## src/rtl/rtpm_pkg.sv

```systemverilog
// Shared types, constants and helpers for the RGB to two-plane mono packer.
package rtpm_pkg;

    localparam int PIX_W      = 8;
    localparam int CFG_W      = 10;
    localparam int CFG_IDX_W  = 3;
    localparam int PROD_W     = 18;
    localparam int SUM_W      = 20;
    localparam int GRAY_DIV   = 1000;
    localparam int FIFO_DEPTH = 4;
    localparam int FIFO_AW    = $clog2(FIFO_DEPTH);

    localparam logic [CFG_IDX_W-1:0] CFG_THR_LOW  = 3'd0;
    localparam logic [CFG_IDX_W-1:0] CFG_THR_HIGH = 3'd1;
    localparam logic [CFG_IDX_W-1:0] CFG_W_RED    = 3'd2;
    localparam logic [CFG_IDX_W-1:0] CFG_W_GREEN  = 3'd3;
    localparam logic [CFG_IDX_W-1:0] CFG_W_BLUE   = 3'd4;

    localparam logic [CFG_W-1:0] RST_THR_LOW  = 10'd50;
    localparam logic [CFG_W-1:0] RST_THR_HIGH = 10'd150;
    localparam logic [CFG_W-1:0] RST_W_RED    = 10'd212;
    localparam logic [CFG_W-1:0] RST_W_GREEN  = 10'd715;
    localparam logic [CFG_W-1:0] RST_W_BLUE   = 10'd72;

    typedef struct packed {
        logic [CFG_W-1:0] thr_low;
        logic [CFG_W-1:0] thr_high;
        logic [CFG_W-1:0] w_red;
        logic [CFG_W-1:0] w_green;
        logic [CFG_W-1:0] w_blue;
    } t_cfg;

    typedef struct packed {
        logic black;
        logic gray;
        logic last;
    } t_pix_class;

    // Threshold scaled into the weighted-sum domain.
    function automatic logic [SUM_W-1:0] f_scale_thr(input logic [CFG_W:0] thr);
        return SUM_W'(SUM_W'(thr) * SUM_W'(GRAY_DIV));
    endfunction

endpackage

```

## src/rtl/rtpm_front.sv

```systemverilog
// Front end: pixel capture, weighted sum and threshold classification.
module rtpm_front import rtpm_pkg::*; (
    input  logic             i_clk,
    input  logic             i_rst_n,
    input  t_cfg             i_cfg,
    input  logic             i_valid,
    output logic             o_stall,
    input  logic [PIX_W-1:0] i_pixel_red,
    input  logic [PIX_W-1:0] i_pixel_green,
    input  logic [PIX_W-1:0] i_pixel_blue,
    input  logic             i_frame_end,
    input  logic             i_q_full,
    output logic             o_push,
    output t_pix_class       o_class
);

    logic              adv;
    logic              r_v0, r_v1, r_v2;
    logic [PIX_W-1:0]  r_red, r_green, r_blue;
    logic              r_last0, r_last1, r_last2;
    logic [PROD_W-1:0] r_prod_r, r_prod_g, r_prod_b;
    logic [SUM_W-1:0]  r_sum;
    logic [SUM_W-1:0]  r_lim_black, r_lim_gray_lo, r_lim_gray_hi;

    assign adv     = !(r_v2 && i_q_full);
    assign o_stall = !adv;

    always_ff @(posedge i_clk) begin
        if (!i_rst_n) begin
            r_v0 <= 1'b0;
            r_v1 <= 1'b0;
            r_v2 <= 1'b0;
        end else if (adv) begin
            r_v0 <= i_valid;
            r_v1 <= r_v0;
            r_v2 <= r_v1;
        end
    end

    always_ff @(posedge i_clk) begin
        if (adv) begin
            r_red    <= i_pixel_red;
            r_green  <= i_pixel_green;
            r_blue   <= i_pixel_blue;
            r_last0  <= i_frame_end;
            r_prod_r <= PROD_W'(r_red)   * PROD_W'(i_cfg.w_red);
            r_prod_g <= PROD_W'(r_green) * PROD_W'(i_cfg.w_green);
            r_prod_b <= PROD_W'(r_blue)  * PROD_W'(i_cfg.w_blue);
            r_last1  <= r_last0;
            r_sum    <= SUM_W'(r_prod_r) + SUM_W'(r_prod_g) + SUM_W'(r_prod_b);
            r_last2  <= r_last1;
        end
    end

    // gray > t  <=>  sum >= (t+1)*1000 ; gray < t  <=>  sum < t*1000
    always_ff @(posedge i_clk) begin
        r_lim_black   <= f_scale_thr((CFG_W+1)'(i_cfg.thr_high) + 11'd1);
        r_lim_gray_lo <= f_scale_thr((CFG_W+1)'(i_cfg.thr_low) + 11'd1);
        r_lim_gray_hi <= f_scale_thr((CFG_W+1)'(i_cfg.thr_high));
    end

    assign o_push        = adv && r_v2;
    assign o_class.black = (r_sum >= r_lim_black);
    assign o_class.gray  = (r_sum >= r_lim_gray_lo) && (r_sum < r_lim_gray_hi);
    assign o_class.last  = r_last2;

endmodule

```

## src/rtl/rtpm_fifo.sv

```systemverilog
// Short queue of classified pixels between front and back end.
module rtpm_fifo import rtpm_pkg::*; (
    input  logic       i_clk,
    input  logic       i_rst_n,
    input  logic       i_push,
    input  t_pix_class i_data,
    input  logic       i_pop,
    output t_pix_class o_data,
    output logic       o_full,
    output logic       o_empty
);

    t_pix_class         r_mem [FIFO_DEPTH];
    logic [FIFO_AW-1:0] r_wp, r_rp;
    logic [FIFO_AW:0]   r_cnt;

    assign o_full  = (r_cnt == (FIFO_AW+1)'(FIFO_DEPTH));
    assign o_empty = (r_cnt == '0);
    assign o_data  = r_mem[r_rp];

    always_ff @(posedge i_clk) begin
        if (i_push) begin
            r_mem[r_wp] <= i_data;
        end
    end

    always_ff @(posedge i_clk) begin
        if (!i_rst_n) begin
            r_wp  <= '0;
            r_rp  <= '0;
            r_cnt <= '0;
        end else begin
            if (i_push) begin
                r_wp <= r_wp + FIFO_AW'(1);
            end
            if (i_pop) begin
                r_rp <= r_rp + FIFO_AW'(1);
            end
            case ({i_push, i_pop})
                2'b10:   r_cnt <= r_cnt + (FIFO_AW+1)'(1);
                2'b01:   r_cnt <= r_cnt - (FIFO_AW+1)'(1);
                default: r_cnt <= r_cnt;
            endcase
        end
    end

endmodule

```

## src/rtl/rtpm_back.sv

```systemverilog
// Back end: bit packing into byte pairs and output register.
module rtpm_back import rtpm_pkg::*; (
    input  logic             i_clk,
    input  logic             i_rst_n,
    input  logic             i_empty,
    input  t_pix_class       i_class,
    output logic             o_pop,
    output logic             o_valid,
    input  logic             i_stall,
    output logic [PIX_W-1:0] o_black_byte,
    output logic [PIX_W-1:0] o_gray_byte,
    output logic             o_frame_last
);

    logic [2:0]       r_pos;
    logic [PIX_W-1:0] r_black, r_gray;
    logic             r_o_valid;
    logic [PIX_W-1:0] r_o_black, r_o_gray;
    logic             r_o_last;
    logic [PIX_W-1:0] mask, n_black, n_gray;
    logic             emit, out_free;

    assign mask     = 8'h01 << (3'd7 - r_pos);
    assign n_black  = r_black | (i_class.black ? mask : '0);
    assign n_gray   = r_gray  | (i_class.gray  ? mask : '0);
    assign emit     = (r_pos == 3'd7) || i_class.last;
    assign out_free = !r_o_valid || !i_stall;
    assign o_pop    = !i_empty && (!emit || out_free);

    always_ff @(posedge i_clk) begin
        if (!i_rst_n) begin
            r_pos     <= '0;
            r_black   <= '0;
            r_gray    <= '0;
            r_o_valid <= 1'b0;
        end else begin
            if (o_pop && emit) begin
                r_o_valid <= 1'b1;
            end else if (!i_stall) begin
                r_o_valid <= 1'b0;
            end
            if (o_pop) begin
                if (emit) begin
                    r_pos   <= '0;
                    r_black <= '0;
                    r_gray  <= '0;
                end else begin
                    r_pos   <= r_pos + 3'd1;
                    r_black <= n_black;
                    r_gray  <= n_gray;
                end
            end
        end
    end

    always_ff @(posedge i_clk) begin
        if (o_pop && emit) begin
            r_o_black <= n_black;
            r_o_gray  <= n_gray;
            r_o_last  <= i_class.last;
        end
    end

    assign o_valid      = r_o_valid;
    assign o_black_byte = r_o_black;
    assign o_gray_byte  = r_o_gray;
    assign o_frame_last = r_o_last;

endmodule

```

## src/rtl/rgb_to_two_plane_mono_packer_unit.sv

```systemverilog
// Top level of the RGB to two-plane mono packer: config registers and datapath.
//
// Input channel: one RGB pixel per transaction (i_valid / o_stall), with
// i_frame_end marking the last pixel of a frame. Output channel: one byte
// pair per transaction (o_valid / i_stall), black and gray planes, first
// pixel in bit 7, o_frame_last set on the pair that closes a frame.
// Gray level is (wr*R + wg*G + wb*B) / 1000, compared against two thresholds.
// Throughput: one pixel per cycle while the receiver does not stall, through the
// three-stage front pipeline feeding a four-entry queue and the packer.
// A byte pair is presented from the output register once the pixel that completes
// it (eighth pixel or frame end) has passed the front pipeline and the queue.
// When the receiver stalls, the output register holds, the queue fills and
// then o_stall rises until space frees up.
// Reset (synchronous, active low) empties the pipeline and queue, clears
// the packing position and restores the default thresholds and weights.
// Config writes (i_cfg_we, i_cfg_idx, i_cfg_data) are registered in r_cfg; the
// user must issue them only while no pixels are in flight, unchecked by the block.
module rgb_to_two_plane_mono_packer_unit import rtpm_pkg::*; (
    input  logic                 i_clk,
    input  logic                 i_rst_n,
    input  logic                 i_cfg_we,
    input  logic [CFG_IDX_W-1:0] i_cfg_idx,
    input  logic [CFG_W-1:0]     i_cfg_data,
    input  logic                 i_valid,
    output logic                 o_stall,
    input  logic [PIX_W-1:0]     i_pixel_red,
    input  logic [PIX_W-1:0]     i_pixel_green,
    input  logic [PIX_W-1:0]     i_pixel_blue,
    input  logic                 i_frame_end,
    output logic                 o_valid,
    input  logic                 i_stall,
    output logic [PIX_W-1:0]     o_black_byte,
    output logic [PIX_W-1:0]     o_gray_byte,
    output logic                 o_frame_last
);

    t_cfg       r_cfg;
    logic       push, pop, q_full, q_empty;
    t_pix_class push_class, head_class;

    always_ff @(posedge i_clk) begin
        if (!i_rst_n) begin
            r_cfg.thr_low  <= RST_THR_LOW;
            r_cfg.thr_high <= RST_THR_HIGH;
            r_cfg.w_red    <= RST_W_RED;
            r_cfg.w_green  <= RST_W_GREEN;
            r_cfg.w_blue   <= RST_W_BLUE;
        end else if (i_cfg_we) begin
            case (i_cfg_idx)
                CFG_THR_LOW:  r_cfg.thr_low  <= i_cfg_data;
                CFG_THR_HIGH: r_cfg.thr_high <= i_cfg_data;
                CFG_W_RED:    r_cfg.w_red    <= i_cfg_data;
                CFG_W_GREEN:  r_cfg.w_green  <= i_cfg_data;
                CFG_W_BLUE:   r_cfg.w_blue   <= i_cfg_data;
                default:      r_cfg          <= r_cfg;
            endcase
        end
    end

    rtpm_front u_front (
        .i_clk         (i_clk),
        .i_rst_n       (i_rst_n),
        .i_cfg         (r_cfg),
        .i_valid       (i_valid),
        .o_stall       (o_stall),
        .i_pixel_red   (i_pixel_red),
        .i_pixel_green (i_pixel_green),
        .i_pixel_blue  (i_pixel_blue),
        .i_frame_end   (i_frame_end),
        .i_q_full      (q_full),
        .o_push        (push),
        .o_class       (push_class)
    );

    rtpm_fifo u_fifo (
        .i_clk   (i_clk),
        .i_rst_n (i_rst_n),
        .i_push  (push),
        .i_data  (push_class),
        .i_pop   (pop),
        .o_data  (head_class),
        .o_full  (q_full),
        .o_empty (q_empty)
    );

    rtpm_back u_back (
        .i_clk        (i_clk),
        .i_rst_n      (i_rst_n),
        .i_empty      (q_empty),
        .i_class      (head_class),
        .o_pop        (pop),
        .o_valid      (o_valid),
        .i_stall      (i_stall),
        .o_black_byte (o_black_byte),
        .o_gray_byte  (o_gray_byte),
        .o_frame_last (o_frame_last)
    );

endmodule
```

## config.mk

```make
export PLATFORM = sky130hd
export DESIGN_NAME = rgb_to_two_plane_mono_packer_unit
export DESIGN_NICKNAME = d
export VERILOG_FILES = /design/src/rtl/rtpm_pkg.sv /design/src/rtl/rtpm_front.sv /design/src/rtl/rtpm_fifo.sv /design/src/rtl/rtpm_back.sv /design/src/rtl/rgb_to_two_plane_mono_packer_unit.sv
export SDC_FILE = /design/constraint.sdc
export NUM_CORES = 1
export LEC_CHECK = 0
export BUFFER_PORTS_ARGS = -buffer_cell sky130_fd_sc_hd__buf_2
export CAP_MARGIN = 10
export CORE_ASPECT_RATIO = 0.9
export CORE_UTILIZATION = 35
export CTS_CLUSTER_DIAMETER = 60
export CTS_CLUSTER_SIZE = 12
export DETAILED_ROUTE_END_ITERATION = 7
export PLACE_DENSITY = 0.53
export SLEW_MARGIN = 20
export SYNTH_ARGS = -nofsm -noshare
export SYNTH_HDL_FRONTEND = slang
export SYNTH_SLANG_ARGS = --single-unit
```

## constraint.sdc

```tcl
create_clock -name i_clk -period 5.91 [get_ports i_clk]
set_input_delay 0.591 -clock i_clk [delete_from_list [all_inputs] [get_ports i_clk]]
set_output_delay 0.591 -clock i_clk [all_outputs]
set_load 0.005 [all_outputs]
```

; Word level (Yosys, flattened, before mapping)
; Memory sizes are Yosys's and may differ from the RTL's. A register that Yosys moved wholly into a read port is not among the register bits.
; Index checks and enable logic that the tools add are counted.
[classes]
n_reduce_logical = 21
n_eq_ne = 9
n_shift = 1
n_addsub = 10
n_lt_le_gt_ge = 3
n_mux = 12
mul = 6
bitwise = 2
[ops]
columns = op, count
row1 = multiplier 8 x 10 -> 18 bit, 3
row2 = >= comparator 20 bit, 2
row3 = multiplier 11 x 7 -> 17 bit (second input constant), 2
row4 = 2-to-1 mux 8 bit, 4
row5 = adder 10 x 1 -> 11 bit (second input constant), 2
row6 = adder 20 x 18 -> 20 bit, 1
row7 = < comparator 20 bit, 1
row8 = adder 18 x 18 -> 19 bit, 1
row9 = multiplier 10 x 7 -> 17 bit (second input constant), 1
row10 = OR 8 bit, 2
row11 = AND reduction 2 bit, 5
row12 = equality test 3 bit (second input constant), 3
row13 = << shifter 1 x 3 -> 8 bit (first input constant), 1
row14 = adder 3 x 1 -> 3 bit (second input constant), 2
row15 = equality test 3 x 2 -> 1 bit (second input constant), 2
row16 = zero test 3 bit, 2
row17 = one-hot mux 3 bit (2 select lines), 1
row18 = logical AND 1 bit, 5
row19 = zero test 1 bit, 5
row20 = adder 2 x 1 -> 2 bit (second input constant), 2
row21 = 2-to-1 mux 1 bit, 4
row22 = 2-to-1 mux 2 bit, 2
row23 = equality test 3 x 1 -> 1 bit (second input constant), 1
row24 = logical OR 1 bit, 3
row25 = 7 further kinds, 7
[totals]
ram_bits = 12
memories = 1
elab_cells = 96
output_inout_bits = 19
register_bits = 249
[mem_list]
columns = memory, depth, width, rd, rd_clocked_by_memory_dff, write_ports, line
row1 = u_fifo.r_mem, 4, 3, 1, 1, 1, rtpm_fifo.sv:13  ; t_pix_class r_mem [FIFO_DEPTH];

; Depth between registers and ports, before layout
; Gate-level depths: netlist of the first run.
[depth]
ltp_word = 7
depth_mapped = 20

; Hierarchy
; A second synthesis of the first run with hierarchy kept.
[hier_totals]
hier_cells = 2355
hier_area_um2 = 24126.9
[by_module_without_submodules]
columns = module, n_inst, seq_area_each_um2, area_each_um2, cells_per_inst
row1 = rtpm_front, 1, 4113.9, 19834.0, 1982
row2 = rgb_to_two_plane_mono_packer_unit, 1, 1001.0, 1961.9, 189
row3 = rtpm_back, 1, 910.9, 1452.6, 123
row4 = rtpm_fifo, 1, 540.5, 878.3, 61

; Worst setup path after synthesis of the first run
; OpenSTA, ideal clock, no wires.
[synth_timing]
kind = register to register
from = register r_cfg[41] (netlist bit)
to = register u_front.r_lim_gray_lo[18]
path_stages_with_launch = 20
synth_period_minus_slack_ns = 5.010
arrival_ns = 4.938
required_time_ns = 5.838
slack_ns = 0.900
cell_sequence = dfxtp_1 -> ha_1 -> nand3_1 -> xor2_1 -> inv_1 -> ha_1 -> xnor2_1 -> fa_1 -> inv_1 -> fa_1 -> inv_1 -> fa_1 -> inv_1 -> ha_1 -> a2111oi_2 -> o21ai_0 -> a311oi_1 -> o21bai_1 -> a21oi_1 -> xnor2_1
[synth_between]
elab_chain_len = 2
[synth_rtl]
columns = item, line
row1 = start: declaration, rgb_to_two_plane_mono_packer_unit.sv:37  ; t_cfg r_cfg;
row2 = start signal: assignment, rgb_to_two_plane_mono_packer_unit.sv:55  ; default: r_cfg <= r_cfg;
row3 = adder 10 x 1 -> 11 bit, rtpm_front.sv:58  ; r_lim_gray_lo <= f_scale_thr((CFG_W+1)'(i_cfg.thr_low) + 11'd1);
row4 = multiplier 11 x 7 -> 17 bit, rtpm_pkg.sv:41  ; return SUM_W'(SUM_W'(thr) * SUM_W'(GRAY_DIV));
row5 = end signal: assignment, rtpm_front.sv:58
row6 = end: declaration, rtpm_front.sv:23  ; logic [SUM_W-1:0] r_lim_black, r_lim_gray_lo, r_lim_gray_hi;
; Every way passes these cells.
; A chain may end at the register's enable or synchronous reset.

; Final worst setup path of the first run
; Ends and elaborated chain as after synthesis.

==> metrics.yaml, run 1 <==
grt:
  grt_pass1_vias: 17278
  grt_max_degree: 82
  track_usage: 0.1610
  grt_overflow: 0
  grt_pass1_wl_mm: 90.67
  antenna_found_initial: 3
drt:
  detail_route.first_pass.iterations: 5
  via_per_inst: 4.768
  drc_errors: 0
  num_vias: 16553
  drt_wl_total_mm: 54.55
  drtIter0Drc: 770
  postRouteAntennaNets: 0
  wl_per_cell_um: 15.71
min_path:
  hold_path.class: "primary input to register"
timing:
  setup_viol: 0
  maxSlewViolCount: 0
  finalCritPeriodShare: 0.9222
  relSlewSlack: 0.4171
  hold_viol: 0
  hold_ws_ns: 0.2116
  max_freq_mhz: 183.5
  finalClockSkew_ns: 0.03954
  tns_ns: 0
  min_period_ns: 5.450
  rsz0062_at_grt: "false"
  tightest_slew_ns: 0.8743
  worst_slack_ns: 0.4596
floorplan:
  coreArea_um2: 68430
  io-pin-count: 62
  die_h_um: 251.5
  initial_utilization: 0.3539
  dieArea_um2: 70250
  die_w_um: 279.3
  rows: 91
placed_design:
  gp_congestion: 0.8447
  post-place-ws_ns: 0.2841
  port_buffers: 61
  dp_hpwl_mm: 43.08
  post_dp_cell_area_um2: 25600
  dp_cells: 3408
synthesis:
  yosys-top-cells-area: "fa_1 (19%), ha_1 (17%), edfxtp_1 (16%), dfxtp_1 (11%), inv_1 (6.5%)"
  syn_nets: 3048
  ys.flop_type: "dfxtp_1"
  synth_largest_area_cell: "fa_1"
  yosys.cell_types.count: 72
  syn_avg_cell_area_um2: 9.909
  yosysTopAreaCellShare: 0.1901
  async_reset_ff_frac: 0
  synth_common_cells: "inv_1 (417), ha_1 (331), fa_1 (230), nand2_1 (214), and2_1 (195)"
  synth_edf_count: 130
  yosysMostFrequentCell: "inv_1"
  netlist_area_um2: 24220
  yosysSeqAreaShare: 0.2711
  yosysWarnings: 0
  ys_ff_latch: 263
  synthCells: 2444
layout:
  drive_gt1_frac: 0.05667
  final-instance-count-excl-fill: 3472
  final_area_um2: 26760
  fin_nets: 3119
  areaGrowthSynthToFinish_pct: 10.49
critical_path:
  required_ns: 6.39
  rr_endpoint: "u_front.r_lim_gray_lo[18]$_DFF_P_"
  cp.arrival_ns: 5.93
  reg2regPathDepth: 19
  startpoint: "r_cfg[41]$_SDFFE_PN1P_"
  critPathKind: "register to register"
  r2r-start: "r_cfg[41]$_SDFFE_PN1P_"
  reg2reg_slack_ns: 0.46
  setup.worst_path.end_class: "register"
  crit_path_start_kind: "register"
  crit_end: "u_front.r_lim_gray_lo[18]$_DFF_P_"
  worst-path-max-fanout: 7
clock_network:
  clock_path_buffers: 3
  ctsHoldBuffers: 0
  root_buffer: "clkbuf_16"
  cts_made_buffers: 35
  cts.sink_count: 263
  htree_levels: 2
  worstSkewPairLatency_ns: 0.56
  clkTransAtPathRegs_ns: 0.06
  tritoncts: "yes"
pwr:
  peakVddDrop_v: 0.0004082
  p_leak_nw: 12.82
  powerDensity_nw_per_um2: 413.8
job:
  drv_cap: 0
run_status:
  status: "complete, no violations"
[layer usage]
metal / up-vias / part of all wire / track usage
met5: - / 0.000073 / 0
met4: 2 / 0.018 / 0.03689
met3: 70 / 0.036 / 0.02213
met2: 214 / 0.46 / 0.2687
met1: 8088 / 0.49 / 0.2203
li1: 8179 / - / -
[sequential cells by signal (all words and copies together), names as in the netlist, 12 cells and up, named ones only]
name,cells
r_cfg,50
u_fifo.r_mem,12
u_front.r_lim_black,17
u_front.r_lim_gray_hi,17
u_front.r_lim_gray_lo,17
u_front.r_prod_b,18
u_front.r_prod_g,18
u_front.r_prod_r,18
u_front.r_sum,20
[repair_timing]
action	4_1_cts	5_1_grt
buffers inserted	0	0
resized for setup	0	1
setup endpoints to repair	0	1
[worst min-delay path by stage]
stage                                   start                         end  slack (ns)  cells past startpoint
global placement    u_front.r_last0$_DFFE_PN_   u_front.r_last1$_DFFE_PN_        0.41                      0
floorplan           u_front.r_last0$_DFFE_PN_   u_front.r_last1$_DFFE_PN_        0.40                      0
detailed placement  u_front.r_last0$_DFFE_PN_   u_front.r_last1$_DFFE_PN_        0.41                      0
global route                   i_pixel_red[0]  u_front.r_red[0]$_DFFE_PN_        0.18                      1
CTS                            i_pixel_red[4]  u_front.r_red[4]$_DFFE_PN_        0.18                      1
finish                         i_pixel_red[4]  u_front.r_red[4]$_DFFE_PN_        0.21                      1
[cells by family after synthesis]
kind of cell	share of synthesized area
compound gates	0.1047
xor+xnor	0.05570
fa+ha+maj	0.3611
buf+inv	0.07063
flops	0.2711
mux	0.005167
simple gates	0.1315
[critical path, stage by stage, from the launching register on]
cell and delay [ns]:
dfxtp_1 0.47, ha_1 0.29, nand3_1 0.14, xor2_2 0.31, inv_1 0.14, ha_1 0.33, xnor2_1 0.16, fa_1 0.51
inv_1 0.06, fa_1 0.50, inv_1 0.05, fa_1 0.54, inv_1 0.05, ha_1 0.36, a2111oi_2 0.38, o21ai_0 0.22
a311oi_1 0.44, o21bai_1 0.11, a21oi_1 0.19, xnor2_1 0.13
[where the power goes]
part           internal, mW  switching (mW)  leakage [nW]  total, mW
logic                  2.60            3.43          9.81       6.02
registers              2.62           0.303          2.46       2.92
clock network          1.27           0.863         0.556       2.13
total                  6.48            4.59          12.8       11.1
[area by class of cell]
cell class	instances	area, µm²
clock buffers	46	937.1
inverters	418	1572
clock inverters	17	207.7
multi-input cells	1729	15950
flip-flops and latches	263	6566
fillers	6758	41670
well taps	930	1164
diodes	1	2.502
repair buffers	68	357.8
[through the flow]
| step | power, mW | util |
|---|---|---|
| 3_5_place_dp | 8.929 | 0.3741 |
| 6_report | 11.07 | 0.3910 |
| 3_3_place_gp | 8.817 | 0.3741 |
| 2_1_floorplan | 7.391 | - |
| 5_1_grt | 12.05 | 0.3910 |
| 4_1_cts | 11.17 | 0.3908 |
[placed cells by master, fill, tap and decap left out, types with 30 or more instances in the layout]
cell / count
xnor2_1: 123
nor2_1: 77
o21ai_0: 63
ha_1: 331
nand2_1: 214
edfxtp_1: 130
a21boi_0: 38
inv_1: 416
and2_1: 195
nand3_1: 36
buf_2: 61
dfxtp_1: 133
a21oi_1: 92
xor2_1: 30
fa_1: 230
a21o_1: 54
clkbuf_16: 35
Power figures use the tool's default switching activity.
==> inputs of run 2 (changes only) <==
- RECOVER_POWER: unset -> 50
==> run 2 against run 1 <==
Compared with the run above:
- the run now ends with max-capacitance violations, max-slew violations left
- highest routed layer unchanged
- final cell count did not move
- non-clock buffer count did not move
- global-route usage did not move
- sequential power barely moved
- sequential share of layout area barely moved
- routed wire length barely moved
- first-iteration DRC count fell by 0.52%
- die area did not move
- combinational power barely moved
- worst setup slack got worse by 0.00099 ns
- power fell by 0.18%
- count of clock-buffer cells in the layout did not move
- critical endpoint unchanged
==> metrics.yaml, run 2 (synthesis gave the netlist of run 1 again) <==
run_status:
  status: "finished, violations left"
  violations: "max-capacitance violations, max-slew violations"
pwr:
  finalPower_mw: 11.05  # -0.18%
  powerDensity_nw_per_um2: 413.5  # about the same
  p_leak_nw: 12.75  # -0.57%
  peakVddDrop_v: 0.0004067  # -0.36%
drt:
  postRouteAntennaNets: 0  # unchanged
  wl_per_cell_um: 15.71  # about the same
  drt_wl_total_mm: 54.55  # about the same
  drtIter0Drc: 766  # -0.52%
  detail_route.first_pass.iterations: 5  # unchanged
  drc_errors: 0  # unchanged
  via_per_inst: 4.761  # -0.13%
  num_vias: 16531  # -0.13%
grt:
  grt_overflow: 0  # unchanged
  grt_pass1_wl_mm: 90.67  # unchanged
  track_usage: 0.1610  # unchanged
  grt_pass1_vias: 17278  # unchanged
  grt_max_degree: 82  # unchanged
  antenna_found_initial: 3  # unchanged
critical_path:
  r2r-start: "r_cfg[41]$_SDFFE_PN1P_"
  setup.worst_path.end_class: "register"
  cp.arrival_ns: 5.93  # about the same
  worst-path-max-fanout: 7  # unchanged
  crit_path_start_kind: "register"
  required_ns: 6.39  # about the same
  critPathKind: "register to register"
  reg2regPathDepth: 19  # unchanged
  reg2reg_slack_ns: 0.46  # about the same
  rr_endpoint: "u_front.r_lim_gray_lo[18]$_DFF_P_"
timing:
  finalCritPeriodShare: 0.9224  # about the same
  relSlewSlack: -1.414  # -1.831
  min_period_ns: 5.451  # +0.0009870 ns
  tightest_slew_ns: 3.621  # +2.747 ns
  maxSlewViolCount: 146  # +146
  tns_ns: 0  # unchanged
  max_freq_mhz: 183.4  # about the same
  hold_viol: 0  # unchanged
  setup_viol: 0  # unchanged
  finalClockSkew_ns: 0.03940  # -0.0001370 ns
  rsz0062_at_grt: "false"
  hold_ws_ns: 0.2113  # -0.0003010 ns
floorplan:
  coreArea_um2: 68430  # unchanged
  rows: 91  # unchanged
  io-pin-count: 62  # unchanged
  die_h_um: 251.5  # unchanged
  dieArea_um2: 70250  # unchanged
  initial_utilization: 0.3539  # unchanged
  die_w_um: 279.3  # unchanged
clock_network:
  clock_path_buffers: 3  # unchanged
  cts_made_buffers: 35  # unchanged
  root_buffer: "clkbuf_16"
  ctsHoldBuffers: 0  # unchanged
  clkTransAtPathRegs_ns: 0.06  # about the same
  htree_levels: 2  # unchanged
  tritoncts: "yes"
  worstSkewPairLatency_ns: 0.56  # about the same
  cts.sink_count: 263  # unchanged
placed_design:
  gp_congestion: 0.8447  # unchanged
  dp_hpwl_mm: 43.08  # unchanged
  port_buffers: 61  # unchanged
min_path:
  hold_path_depth: 1  # unchanged
  min_to: "u_front.r_red[4]$_DFFE_PN_"
  hp-start: "i_pixel_red[4]"
  hold_path.class: "primary input to register"
layout:
  largest-register: "r_cfg"
  top_regs: "r_cfg (50), u_front.r_sum (20)"
  areaGrowthSynthToFinish_pct: 10.37
  largest_reg_flops: 50  # unchanged
  drive_gt1_frac: 0.04919  # -0.007477
  n_fill_cell: 6760  # +0.030%
  final_cell_mix: "inv_1 (416), ha_1 (331), fa_1 (230)"
  layout_commonest_cell: "inv_1"
  fin_nets: 3119  # unchanged
job:
  drv_cap: 2  # +2
==> run 2: critical path, cell delays in order, from the launching register on <==
cell and delay (ns):
dfxtp_1 0.47, ha_1 0.29, nand3_1 0.14, xor2_2 0.31, inv_1 0.14, ha_1 0.33, xnor2_1 0.16, fa_1 0.51
inv_1 0.06, fa_1 0.50, inv_1 0.05, fa_1 0.54, inv_1 0.05, ha_1 0.36, a2111oi_2 0.38, o21ai_0 0.22
a311oi_1 0.44, o21bai_1 0.11, a21oi_1 0.19, xnor2_1 0.13
==> run 2: area by class of cell <==
class / instances / area, µm² / area share
inverters: 418 / 1570 / 0.05875
repair buffers: 68 / 331.6 / 0.01240
flip-flops and latches: 263 / 6566 / 0.2457
clock buffers: 46 / 937.1 / 0.03506
diodes: 1 / 2.502 / 0.00009362
clock inverters: 17 / 207.7 / 0.007770
well taps: 930 / 1164 / 0.04353
multi-input cells: 1729 / 15950 / 0.5967
==> run 2: through the flow <==
step	cell area, µm²	cells	utilization	worst slack (ns)
6_report	26730	3472	0.3906	0.4586
5_1_grt	26730	3471	0.3906	0.04259
4_1_cts	26740	3471	0.3908	0.2817
3_5_place_dp	25600	3408	0.3741	0.2841
3_3_place_gp	25600	3408	0.3741	0.5631
2_1_floorplan	24220	2444	-	0.9001
==> run 2: how the worst max path moves through the flow <==
stage,end,cells past startpoint,startpoint
floorplan,u_front.r_lim_gray_lo[18]$_DFF_P_,19,r_cfg[41]$_SDFFE_PN1P_
global placement,u_front.r_lim_gray_lo[18]$_DFF_P_,19,r_cfg[40]$_SDFFE_PN0P_
detailed placement,u_front.r_lim_gray_lo[18]$_DFF_P_,19,r_cfg[41]$_SDFFE_PN1P_
CTS,u_front.r_lim_gray_lo[18]$_DFF_P_,19,r_cfg[41]$_SDFFE_PN1P_
global route,u_front.r_lim_gray_lo[18]$_DFF_P_,19,r_cfg[40]$_SDFFE_PN0P_
finish,u_front.r_lim_gray_lo[18]$_DFF_P_,19,r_cfg[41]$_SDFFE_PN1P_
==> run 2: per-layer routing <==
metal,GRT usage,wire length (µm),up-vias
li1,-,-,8177
met1,0.2203,26400,8076
met2,0.2687,25170,210
met3,0.02213,2053,66
met4,0.03689,925,2
met5,0,4,-
==> run 2: what timing repair did <==
| item | in CTS | in global routing |
|---|---|---|
| setup buffers | 0 | 0 |
| endpoints found under the setup margin | 0 | 1 |
| hold endpoints to repair | 0 | 0 |
| resized for setup | 0 | 1 |
==> run 2: where the power goes <==
part | switching (mW) | leakage, nW | internal [mW]
Combinational | 3.41 | 9.73 | 2.59
Sequential | 0.303 | 2.46 | 2.62
Clock | 0.863 | 0.556 | 1.27
